===== src/sawc_pkg.sv =====
// ----------------------------------------------------------------------------
// sawc_pkg
// Shared constants, codes and types of the set-associative write-back cache.
// ----------------------------------------------------------------------------
package sawc_pkg;

  localparam int BLOCK_OFFSET_BITS = 6;
  localparam int ADDR_BITS         = 25;
  localparam int WORD_BITS         = BLOCK_OFFSET_BITS - 2;
  localparam int WORDS             = 1 << WORD_BITS;
  localparam int BLK_BITS          = ADDR_BITS - BLOCK_OFFSET_BITS;

  localparam int DEF_MAX_SETS = 64;
  localparam int DEF_MAX_WAYS = 4;

  // input opcodes
  localparam logic [1:0] OP_READ  = 2'd0;
  localparam logic [1:0] OP_WRITE = 2'd1;
  localparam logic [1:0] OP_FILL  = 2'd2;
  localparam logic [1:0] OP_NONE  = 2'd3;

  // result kinds
  localparam logic [2:0] KIND_READ   = 3'd0;
  localparam logic [2:0] KIND_WRITE  = 3'd1;
  localparam logic [2:0] KIND_WB     = 3'd2;
  localparam logic [2:0] KIND_FREQ   = 3'd3;
  localparam logic [2:0] KIND_UNEXP  = 3'd4;
  localparam logic [2:0] KIND_REJECT = 3'd5;

  // configuration register indexes
  localparam logic [1:0] CFG_SET_BITS = 2'd0;
  localparam logic [1:0] CFG_WAY_BITS = 2'd1;
  localparam logic [1:0] CFG_SEED     = 2'd2;

  localparam logic [2:0]  RST_SET_BITS = 3'd6;
  localparam logic [1:0]  RST_WAY_BITS = 2'd2;
  localparam logic [15:0] RST_SEED     = 16'd44257;
  localparam logic [15:0] LFSR_TAPS    = 16'hB400;

  // control from the sequencer to the victim picker
  typedef struct packed {
    logic        load;
    logic [15:0] seed;
    logic        pick;
  } lfsr_ctl_t;

endpackage


===== src/sawc_victim.sv =====
// ----------------------------------------------------------------------------
// sawc_victim
// Victim way choice: lowest free way, else a Galois LFSR pick over the ways.
// ----------------------------------------------------------------------------
module sawc_victim #(
  parameter int MAX_WAYS = sawc_pkg::DEF_MAX_WAYS,
  parameter int WAYW     = (MAX_WAYS > 1) ? $clog2(MAX_WAYS) : 1
) (
  input  logic                clk,
  input  logic                rst_n,
  input  sawc_pkg::lfsr_ctl_t ctl,
  input  logic [1:0]          way_bits,
  input  logic [MAX_WAYS-1:0] row_free,
  output logic [WAYW-1:0]     victim_way
);
  import sawc_pkg::*;

  logic [15:0] lfsr_r, lfsr_nxt, lfsr_step;
  logic [3:0]  w2;
  logic [WAYW-1:0] rnd_way, free_way;
  logic        any_free;

  always_comb begin
    lfsr_step = (lfsr_r >> 1) ^ (lfsr_r[0] ? LFSR_TAPS : 16'd0);
    w2 = 4'd1 << way_bits;
    if (int'(w2) <= MAX_WAYS) begin
      rnd_way = WAYW'(lfsr_step & (16'(w2) - 16'd1));
    end else begin
      rnd_way = WAYW'(lfsr_step % MAX_WAYS);
    end
    any_free = 1'b0;
    free_way = '0;
    for (int i = MAX_WAYS - 1; i >= 0; i--) begin
      if (row_free[i]) begin
        any_free = 1'b1;
        free_way = WAYW'(i);
      end
    end
    victim_way = any_free ? free_way : rnd_way;
    lfsr_nxt = lfsr_r;
    if (ctl.load) begin
      lfsr_nxt = (ctl.seed != 16'd0) ? ctl.seed : 16'd1;
    end else if (ctl.pick && !any_free) begin
      lfsr_nxt = lfsr_step;
    end
  end

  always_ff @(posedge clk) begin
    if (!rst_n) begin
      lfsr_r <= RST_SEED;
    end else begin
      lfsr_r <= lfsr_nxt;
    end
  end

endmodule


===== config.mk =====
export PLATFORM = sky130hd
export DESIGN_NAME = sawc_victim
export DESIGN_NICKNAME = d
export VERILOG_FILES = /design/src/sawc_pkg.sv /design/src/sawc_victim.sv
export SDC_FILE = /design/constraint.sdc
export NUM_CORES = 1
export LEC_CHECK = 0
export ABC_AREA = 1
export BUFFER_PORTS_ARGS = -buffer_cell sky130_fd_sc_hd__buf_2
export CAP_MARGIN = 20
export CORE_MARGIN = 4
export CORE_UTILIZATION = 40
export CTS_CLUSTER_DIAMETER = 120
export DETAILED_ROUTE_END_ITERATION = 10
export GPL_ROUTABILITY_DRIVEN = 0
export PLACE_DENSITY = 0.63
export SLEW_MARGIN = 20
export SYNTH_ARGS = -nofsm -noshare
export SYNTH_HDL_FRONTEND = slang
export SYNTH_SLANG_ARGS = --single-unit

===== constraint.sdc =====
create_clock -name clk -period 1.1 [get_ports clk]
set_clock_uncertainty 0.05 [all_clocks]
set_input_delay 0.055 -clock clk [delete_from_list [all_inputs] [get_ports clk]]
set_output_delay 0.055 -clock clk [all_outputs]
set_load 0.01 [all_outputs]

=== After elaboration in Yosys (flattened, before gate mapping) ===
Cells that the tools add are included.

* Bitwise logic cells: 2
* Reductions and logical operators: 4
* $add $sub $neg: 1
* Magnitude comparators: 1
* Shift operators: 1
* Mux-type cells: 14

{| class="wikitable"
|+ Operator list
! kind !! count
|-
| 16-bit 2-to-1 mux || 4
|-
| 16-bit nonzero test || 1
|-
| 15-bit by 16-bit XOR with 16-bit output || 1
|-
| 2-bit 2-to-1 mux || 6
|-
| 4-bit by 3-bit <= comparator with 1-bit output, second input constant || 1
|-
| 1-bit 2-to-1 mux || 4
|-
| 1-bit by 2-bit left shift with 4-bit output, first input constant || 1
|-
| 2-bit bitwise AND || 1
|-
| 2-bit nonzero test || 1
|-
| 2-bit by 1-bit subtractor with 2-bit output, second input constant || 1
|-
| 1-bit logical AND || 1
|-
| 1-bit logical NOT || 1
|}

* Output and inout bits: 2
* Register bits: 16
* Input bits: 26
* Word-level logic and storage cells: 24

=== Logic depth before layout (Yosys ltp) ===
Gate-level depths: netlist (run 1).

* Depth in word-level cells: 8
* Depth in mapped cells: 7
* Depth with buffers taken out: 7

=== Worst setup path after synthesis (run 1) ===
OpenSTA, ideal clock, no wires.

* Kind: register to register
* From: register lfsr_r[0]
* To: register lfsr_r[10]
* Stages on the path, launching flop included: 6
* Buffers on the path: 0
* Period minus slack after synthesis: 0.970 ns
* Required time: 0.928 ns
* Path slack: 0.130 ns
* Library setup time: 0.122 ns
* Arrival time: 0.799 ns
* Path through: dfxtp_1 or2_2 nand3_1 nand2_1 nand2_1 nand3_1

* Longest elaborated chain between the ends: 4

{| class="wikitable"
|+ Ends and longest elaborated chain
! item !! RTL line !! RTL
|-
| from (decl) || sawc_victim.sv:18 || <nowiki>logic [15:0] lfsr_r, lfsr_nxt, lfsr_step;</nowiki>
|-
| from (signal assigned) || sawc_victim.sv:52 || <nowiki>lfsr_r <= lfsr_nxt;</nowiki>
|-
| 16-bit 2-to-1 mux || sawc_victim.sv:24 || <nowiki>lfsr_step = (lfsr_r >> 1) ^ (lfsr_r[0] ? LFSR_TAPS : 16'd0);</nowiki>
|-
| 15-bit by 16-bit XOR with 16-bit output || sawc_victim.sv:24 ||
|-
| 16-bit 2-to-1 mux || sawc_victim.sv:43 || <nowiki>end else if (ctl.pick && !any_free) begin</nowiki>
|-
| 16-bit 2-to-1 mux || sawc_victim.sv:41 || <nowiki>if (ctl.load) begin</nowiki>
|}

Every way passes these cells. The select of a mux whose other input is x is not followed.
A chain may end at the register's enable or synchronous reset.

=== Final worst setup path (run 1) ===
* From: register lfsr_r[1]
* To: output port victim_way[0]

* Longest elaborated chain between the ends: 4

{| class="wikitable"
|+ Ends and longest elaborated chain
! item !! RTL line !! RTL
|-
| 15-bit by 16-bit XOR with 16-bit output (*) || sawc_victim.sv:24 ||
|-
| 2-bit bitwise AND || sawc_victim.sv:27 || <nowiki>rnd_way = WAYW'(lfsr_step & (16'(w2) - 16'd1));</nowiki>
|-
| 2-bit 2-to-1 mux (*) || sawc_victim.sv:26 || <nowiki>if (int'(w2) <= MAX_WAYS) begin</nowiki>
|-
| 2-bit 2-to-1 mux (*) || sawc_victim.sv:39 || <nowiki>victim_way = any_free ? free_way : rnd_way;</nowiki>
|-
| to (decl) || sawc_victim.sv:14 || <nowiki>output logic [WAYW-1:0] victim_way</nowiki>
|}

Mark *: on every way between the ends. The rest lies on a longest branch, timed or not.

==> results.ini, run 1 <==
[placement]
numPortBuffers = 27
dp_slack_ns = 0.05306
place_hpwl_um = 1741

[power_and_ir_drop]
p_int_mw = 0.9655
ir_worst_vdd_v = 0.0006766
p_clk_frac = 0.298
power.density_mw_per_mm2 = 1149
p_sw_frac = 0.2913
seqPwrFrac = 0.481
combPwrFrac = 0.220
power.leakage_nw = 0.6225
p_switching_mw = 0.3968
power.total_mw = 1.362

[critical_path]
regToRegSetupSlack_ns = 0.07
crit_path_start_kind = flop
cp-end-kind = primary output
r2r-end = lfsr_r[13]$_SDFFE_PN1P_
critPathRequiredTime_ns = 1.00
startpoint = lfsr_r[1]$_SDFFE_PN0P_
worstSetupPathType = flop to primary output
critPathArrivalTime_ns = 0.98
reg2reg_depth = 5
crit_end = victim_way[0]
worstReg2RegStart = lfsr_r[0]$_SDFFE_PN1P_
crit_path_max_fanout = 2

[drt]
vias = 1019
post_drt_wl_per_cell_um = 10.72
drt_iter0_drc = 22
drc = 0
drt_wl_total_um = 2315
drt-vias-per-instance = 4.718
drtPass1Iterations = 4
ant_nets = 0

[synthesis]
ys_ff_latch = 16
synth_top_area_share = 0.3400
syn-mean-instance-area_um2 = 6.039
yosys_warnings = 0
syn-num-nets = 182
netlist_area_um2 = 942.2
synth_area_leaders = dfxtp_1 34%, nand2_1 24%, nor2_1 10%, o21ai_0 6.4%, nand3_1 5.3%
ys_seq_area_frac = 0.3400
syn_inst = 156
synth.distinct_cells = 20
yosysTopAreaCell = dfxtp_1

[timing]
finalCritPeriodShare = 0.9845
setup_violations = 0
worstMarginPinSlew_ns = 0.2803
finalCriticalPeriod_ns = 1.083
hold_violations = 0
slew_violations = 0
rsz0062_at_grt = yes
setup_ws_ns = 0.01703
max_freq_mhz = 923.4
slew_headroom = 0.8131

[floorplanning]
start_util = 0.4218
row_count = 17
die-area_mm2 = 0.003196
num_io_pins = 28
die_w_um = 56.53
core_region_area_mm2 = 0.002233
die_h_um = 56.53

[layout]
regMostFlops = lfsr_r
reg.largest.list = lfsr_r (16)
fill_cells = 235
insertedDiodeCount = 0
area_delta_synth_final_pct = 25.90
final_cell_mix = 60 x nand2_1, 27 x buf_2, 26 x nor2_1, 12 x dfxtp_1, 11 x o21ai_0
drive_gt1_frac = 0.2819
final_common_cell = nand2_1
nNetsFinal = 215
largest_reg_flops = 16

[clocking]
cts_sinks = 16
cts_root_buf = clkbuf_4
insertion_delay_ns = 0.29
cts_buffer_depth = 2
htreeDepth = 1
clk_pin_slew_worst_paths_ns = 0.10
cts_tree = built
cts_buffers = 3

[global_route]
grtUsageTotal = 0.1573
use_met3 = 0.02299
grt_pass1_wl_um = 4015
grt_pass1_vias = 930
grt.busiest_layer = met2
grt-ovfl-total = 0
grt_max_degree = 17
grt.met1_usage = 0.2031
use_met2 = 0.2558
antenna_found_initial = 0

[worst_hold_path]
hold_path_class = input port to flop

[job]
max_cap_viol_count = 0

[run_status]
status = completed

-- area by class of cell --
type / instances / area [um2] / share of cell area
inverters: 10 / 40.04 / 0.03376
clock buffers: 4 / 36.28 / 0.03059
multi-input cells: 124 / 546.8 / 0.4610
well taps: 28 / 35.03 / 0.02954
repair buffers: 34 / 202.7 / 0.1709
flip-flops and latches: 16 / 325.3 / 0.2743
-- repair_timing --
item | CTS | global route
setup buffers | 2 | 0
resized for setup | 4 | 4
pin swaps | 1 | 2
endpoints found under the hold margin | 1 | 0
hold buffers | 1 | 0
endpoints found under the setup margin | 2 | 3
gates cloned | 0 | 0
-- power by group through the flow --
stage	registers (mW)	clock network, mW	logic (mW)
finish	0.656	0.406	0.300
global route	0.663	0.439	0.345
CTS	0.655	0.414	0.301
detailed placement	0.668	0	0.287
global placement	0.667	0	0.282
floorplan	0.660	0	0.187
-- metal layers --
metal	share of wire	up-vias
li1	-	549
met1	0.46	448
met2	0.48	18
met3	0.044	4
met4	0.016	0
met5	0	-
-- cell families (layout without fill, tap and decap cells) --
group / after synthesis / after routing / synth area share
AND/OR/NAND/NOR: 107 / 107 / 0.4754
XOR/XNOR: 1 / 1 / 0.009298
flip-flops: 16 / 16 / 0.3400
AO/OA/AOI/OAI: 16 / 16 / 0.08898
buffers and inverters: 16 / 48 / 0.08631
-- how the worst min path moves through the flow --
stage / cells past startpoint / end / start
5_1_grt: 2 / lfsr_r[5]$_SDFFE_PN1P_ / rst_n
2_1_floorplan: 2 / lfsr_r[1]$_SDFFE_PN0P_ / rst_n
6_report: 5 / lfsr_r[13]$_SDFFE_PN1P_ / ctl[14]
4_1_cts: 5 / lfsr_r[13]$_SDFFE_PN1P_ / ctl[14]
3_5_place_dp: 5 / lfsr_r[0]$_SDFFE_PN1P_ / ctl[1]
3_3_place_gp: 5 / lfsr_r[0]$_SDFFE_PN1P_ / ctl[1]
-- critical path, stage by stage (launching register included) --
cell,delay (ns)
dfxtp_2,0.35
o21ai_2,0.05
o22ai_1,0.13
buf_2,0.16
-- cell usage after synthesis --
library cell,n
o22ai_1,1
buf_2,3
nor2_2,5
nor2_1,26
o21ai_1,1
nand4_1,1
a21oi_1,1
a21boi_0,1
nand3_2,1
clkbuf_1,1
o21ai_0,12
or2_2,2
buf_6,2
xor2_1,1
nand3_1,10
dfxtp_1,16
inv_4,1
nand2_1,61
inv_1,9
nand2_4,1
-- per-stage QoR --
step	instance area, um2	setup TNS, ns	utilization	hold WS, ns	instances
2_1_floorplan	942.2	0	-	0.1407	156
3_3_place_gp	1114	0	0.4986	0.3010	209
3_5_place_dp	1114	0	0.4986	0.3050	209
4_1_cts	1181	-0.008158	0.5289	0.02891	216
5_1_grt	1186	-0.04167	0.5311	0.03616	216
6_report	1186	0	0.5311	0.03011	216
No activity file was read; power rests on OpenSTA's default activity.
==> run 2, diff against run 1 <==
--- a/config.mk
+++ b/config.mk
@@ -8,12 +8,11 @@
 export ABC_AREA = 1
 export BUFFER_PORTS_ARGS = -buffer_cell sky130_fd_sc_hd__buf_2
 export CAP_MARGIN = 20
-export CORE_MARGIN = 4
+export CORE_MARGIN = 2
 export CORE_UTILIZATION = 40
 export CTS_CLUSTER_DIAMETER = 120
 export DETAILED_ROUTE_END_ITERATION = 10
 export GPL_ROUTABILITY_DRIVEN = 0
-export PLACE_DENSITY = 0.63
 export SLEW_MARGIN = 20
 export SYNTH_ARGS = -nofsm -noshare
 export SYNTH_HDL_FRONTEND = slang
==> run 2 against run 1 <==
Compared with the run above:
- the flow now finishes with violations (setup timing)
- clock power decreased by 1%
- hold slack lost 0.025 ns
- final cell count is the same
- sequential cell count stayed put
- non-clock buffer count stayed put
- sequential power about the same
==> results.ini, run 2 (same netlist as run 1, synthesis figures left out) <==
[global_route]
grt-ovfl-total = 0  ; unchanged
grt_pass1_wl_um = 4029  ; was 4015 um
antenna_found_initial = 0  ; unchanged
grt_max_degree = 17  ; unchanged
grt_pass1_vias = 946  ; was 930
grtUsageTotal = 0.1970  ; was 0.1573

[worst_hold_path]
min_from = ctl[1]  ; was ctl[14]
hold_depth = 5  ; unchanged
hold_path_class = input port to flop  ; unchanged
min_to = lfsr_r[0]$_SDFFE_PN1P_  ; was lfsr_r[13]$_SDFFE_PN1P_

[layout]
area_delta_synth_final_pct = 25.90  ; unchanged
nNetsFinal = 215  ; unchanged
fill_cells = 243  ; was 235
ff_latch_area_um2 = 324.1  ; was 325.3 um2
multi_input_area_um2 = 550.5  ; was 546.8 um2
reg.largest.list = lfsr_r (16)  ; unchanged
insertedDiodeCount = 0  ; unchanged
drive_gt1_frac = 0.2819  ; unchanged
final_util = 0.5362  ; was 0.5311
largest_reg_flops = 16  ; unchanged
final_common_cell = nand2_1  ; unchanged
final_cell_mix = 61 x nand2_1, 27 x buf_2, 26 x nor2_1, 13 x dfxtp_1, 11 x o21ai_0  ; was 60 x nand2_1, 27 x buf_2, 26 x nor2_1, 12 x dfxtp_1, 11 x o21ai_0
regMostFlops = lfsr_r  ; unchanged
design_area_mm2 = 0.001186  ; unchanged

[job]
max_cap_viol_count = 0  ; unchanged

[timing]
rsz0062_at_grt = yes  ; unchanged
max_freq_mhz = 896.5  ; was 923.4 MHz
finalCritPeriodShare = 1.014  ; was 0.9845
setup_ws_ns = -0.01540  ; was 0.01703 ns
worstMarginPinSlew_ns = 0.2681  ; was 0.2803 ns
setup_violations = 1  ; was 0
holdWs_ns = 0.005135  ; was 0.03011 ns
slew_headroom = 0.8213  ; was 0.8131
slew_violations = 0  ; unchanged
finalCriticalPeriod_ns = 1.115  ; was 1.083 ns
tns_ns = -0.01540  ; was 0 ns
hold_violations = 0  ; unchanged

[run_status]
violations = setup timing
status = complete, but fails checks  ; was completed

[floorplanning]
die_h_um = 52.53  ; was 56.53 um
start_util = 0.4259  ; was 0.4218
die-area_mm2 = 0.002759  ; was 0.003196 mm2
core_region_area_mm2 = 0.002212  ; was 0.002233 mm2
row_count = 17  ; unchanged
num_io_pins = 28  ; unchanged
die_w_um = 52.53  ; was 56.53 um

[critical_path]
slowest_stage = dfxtp_2  ; unchanged
crit_path_max_fanout = 2  ; unchanged
worstSetupPathType = flop to primary output  ; unchanged
worst-path-buf-inv = 1  ; unchanged
critPathRequiredTime_ns = 1.00  ; about the same
path_cells = o21ai_2 -> o22ai_2 -> buf_2  ; was o21ai_2 -> o22ai_1 -> buf_2
cp-end-kind = primary output  ; unchanged
r2r-end = lfsr_r[10]$_SDFFE_PN1P_  ; was lfsr_r[13]$_SDFFE_PN1P_
startpoint = lfsr_r[1]$_SDFFE_PN0P_  ; unchanged
cp_top_family = flip-flops  ; unchanged
critPathMaxStageDelay_ns = 0.35  ; about the same
critPathArrivalTime_ns = 1.01  ; was 0.98 ns
crit_path_start_kind = flop  ; unchanged
reg2reg_depth = 5  ; unchanged
worstReg2RegStart = lfsr_r[0]$_SDFFE_PN1P_  ; unchanged
regToRegSetupSlack_ns = 0.07  ; about the same

[drt]
drtPass1Iterations = 4  ; unchanged
drt-vias-per-instance = 4.694  ; was 4.718
drt_iter0_drc = 15  ; was 22
drc = 0  ; unchanged
vias = 1014  ; was 1019
post_drt_wl_per_cell_um = 10.54  ; was 10.72 um
ant_nets = 0  ; unchanged
drt_wl_total_um = 2276  ; was 2315 um

[power_and_ir_drop]
p_clk_frac = 0.295  ; was 0.298
combPwrFrac = 0.224  ; was 0.220
p_int_mw = 0.9655  ; about the same
seqPwrFrac = 0.481  ; about the same
p_sw_frac = 0.2892  ; was 0.2913
ir_worst_vdd_v = 0.0007594  ; was 0.0006766 V
power.density_mw_per_mm2 = 1145  ; was 1149 mW/mm2
p_switching_mw = 0.3929  ; was 0.3968 mW
power.leakage_nw = 0.6236  ; was 0.6225 nW

[placement]
placed_cell_area_mm2 = 0.001121  ; was 0.001114 mm2
dp_slack_ns = 0.04942  ; was 0.05306 ns
place_hpwl_um = 1698  ; was 1741 um
numPortBuffers = 27  ; unchanged

[clocking]
clk_pin_slew_worst_paths_ns = 0.10  ; about the same
cts_buffer_depth = 2  ; unchanged
htreeDepth = 1  ; unchanged
postCtsHoldBufs = 0  ; was 1
cts_sinks = 16  ; unchanged
cts_root_buf = clkbuf_4  ; unchanged
insertion_delay_ns = 0.29  ; about the same
cts_buffers = 3  ; unchanged
cts_tree = built  ; unchanged

run 2: power groups by stage:
stage	logic [mW]	registers [mW]	clock network, mW
after floorplan	0.187	0.660	0
after CTS	0.299	0.653	0.409
after detailed placement	0.292	0.666	0
after global routing	0.350	0.660	0.441
after global placement	0.286	0.666	0
final	0.304	0.654	0.401
run 2: final cells by class:
cell class	instances	area share
well taps	28	0.02954
multi-input cells	124	0.4641
flip-flops and latches	16	0.2732
repair buffers	34	0.1688
clock buffers	4	0.03059
inverters	10	0.03376
run 2: what timing repair did:
item                       4_1_cts  5_1_grt
buffers inserted                 1        1
hold endpoints to repair         0        0
setup endpoints to repair        2        4
gates resized for setup          3        4
pin swaps                        0        1
run 2: worst max-delay path by stage:
| stage | endpoint | depth (start not counted) |
|---|---|---|
| after global placement | lfsr_r[13]$_SDFFE_PN1P_ | 5 |
| final | victim_way[0] | 3 |
| after detailed placement | lfsr_r[13]$_SDFFE_PN1P_ | 5 |
| after floorplan | lfsr_r[10]$_SDFFE_PN1P_ | 5 |
| after CTS | victim_way[0] | 3 |
| after global routing | victim_way[0] | 3 |
run 2: metal layers:
layer | GRT usage | vias up | share of wire
met5 | 0 | - | 0
met4 | 0.07692 | 0 | 0.0079
met3 | 0.02571 | 2 | 0.023
met2 | 0.3479 | 10 | 0.52
met1 | 0.2390 | 456 | 0.45
li1 | - | 546 | -
run 2: worst min-delay path: cells and delay by family:
family / cells / cell delay [ns]
and+or+nand+nor: 3 / 0.14
buffers and inverters: 2 / 0.12
run 2: stage by stage:
step | power (mW) | cells
2_1_floorplan | 0.8464 | 156
3_3_place_gp | 0.9518 | 210
3_5_place_dp | 0.9586 | 210
4_1_cts | 1.361 | 215
5_1_grt | 1.451 | 216
6_report | 1.358 | 216
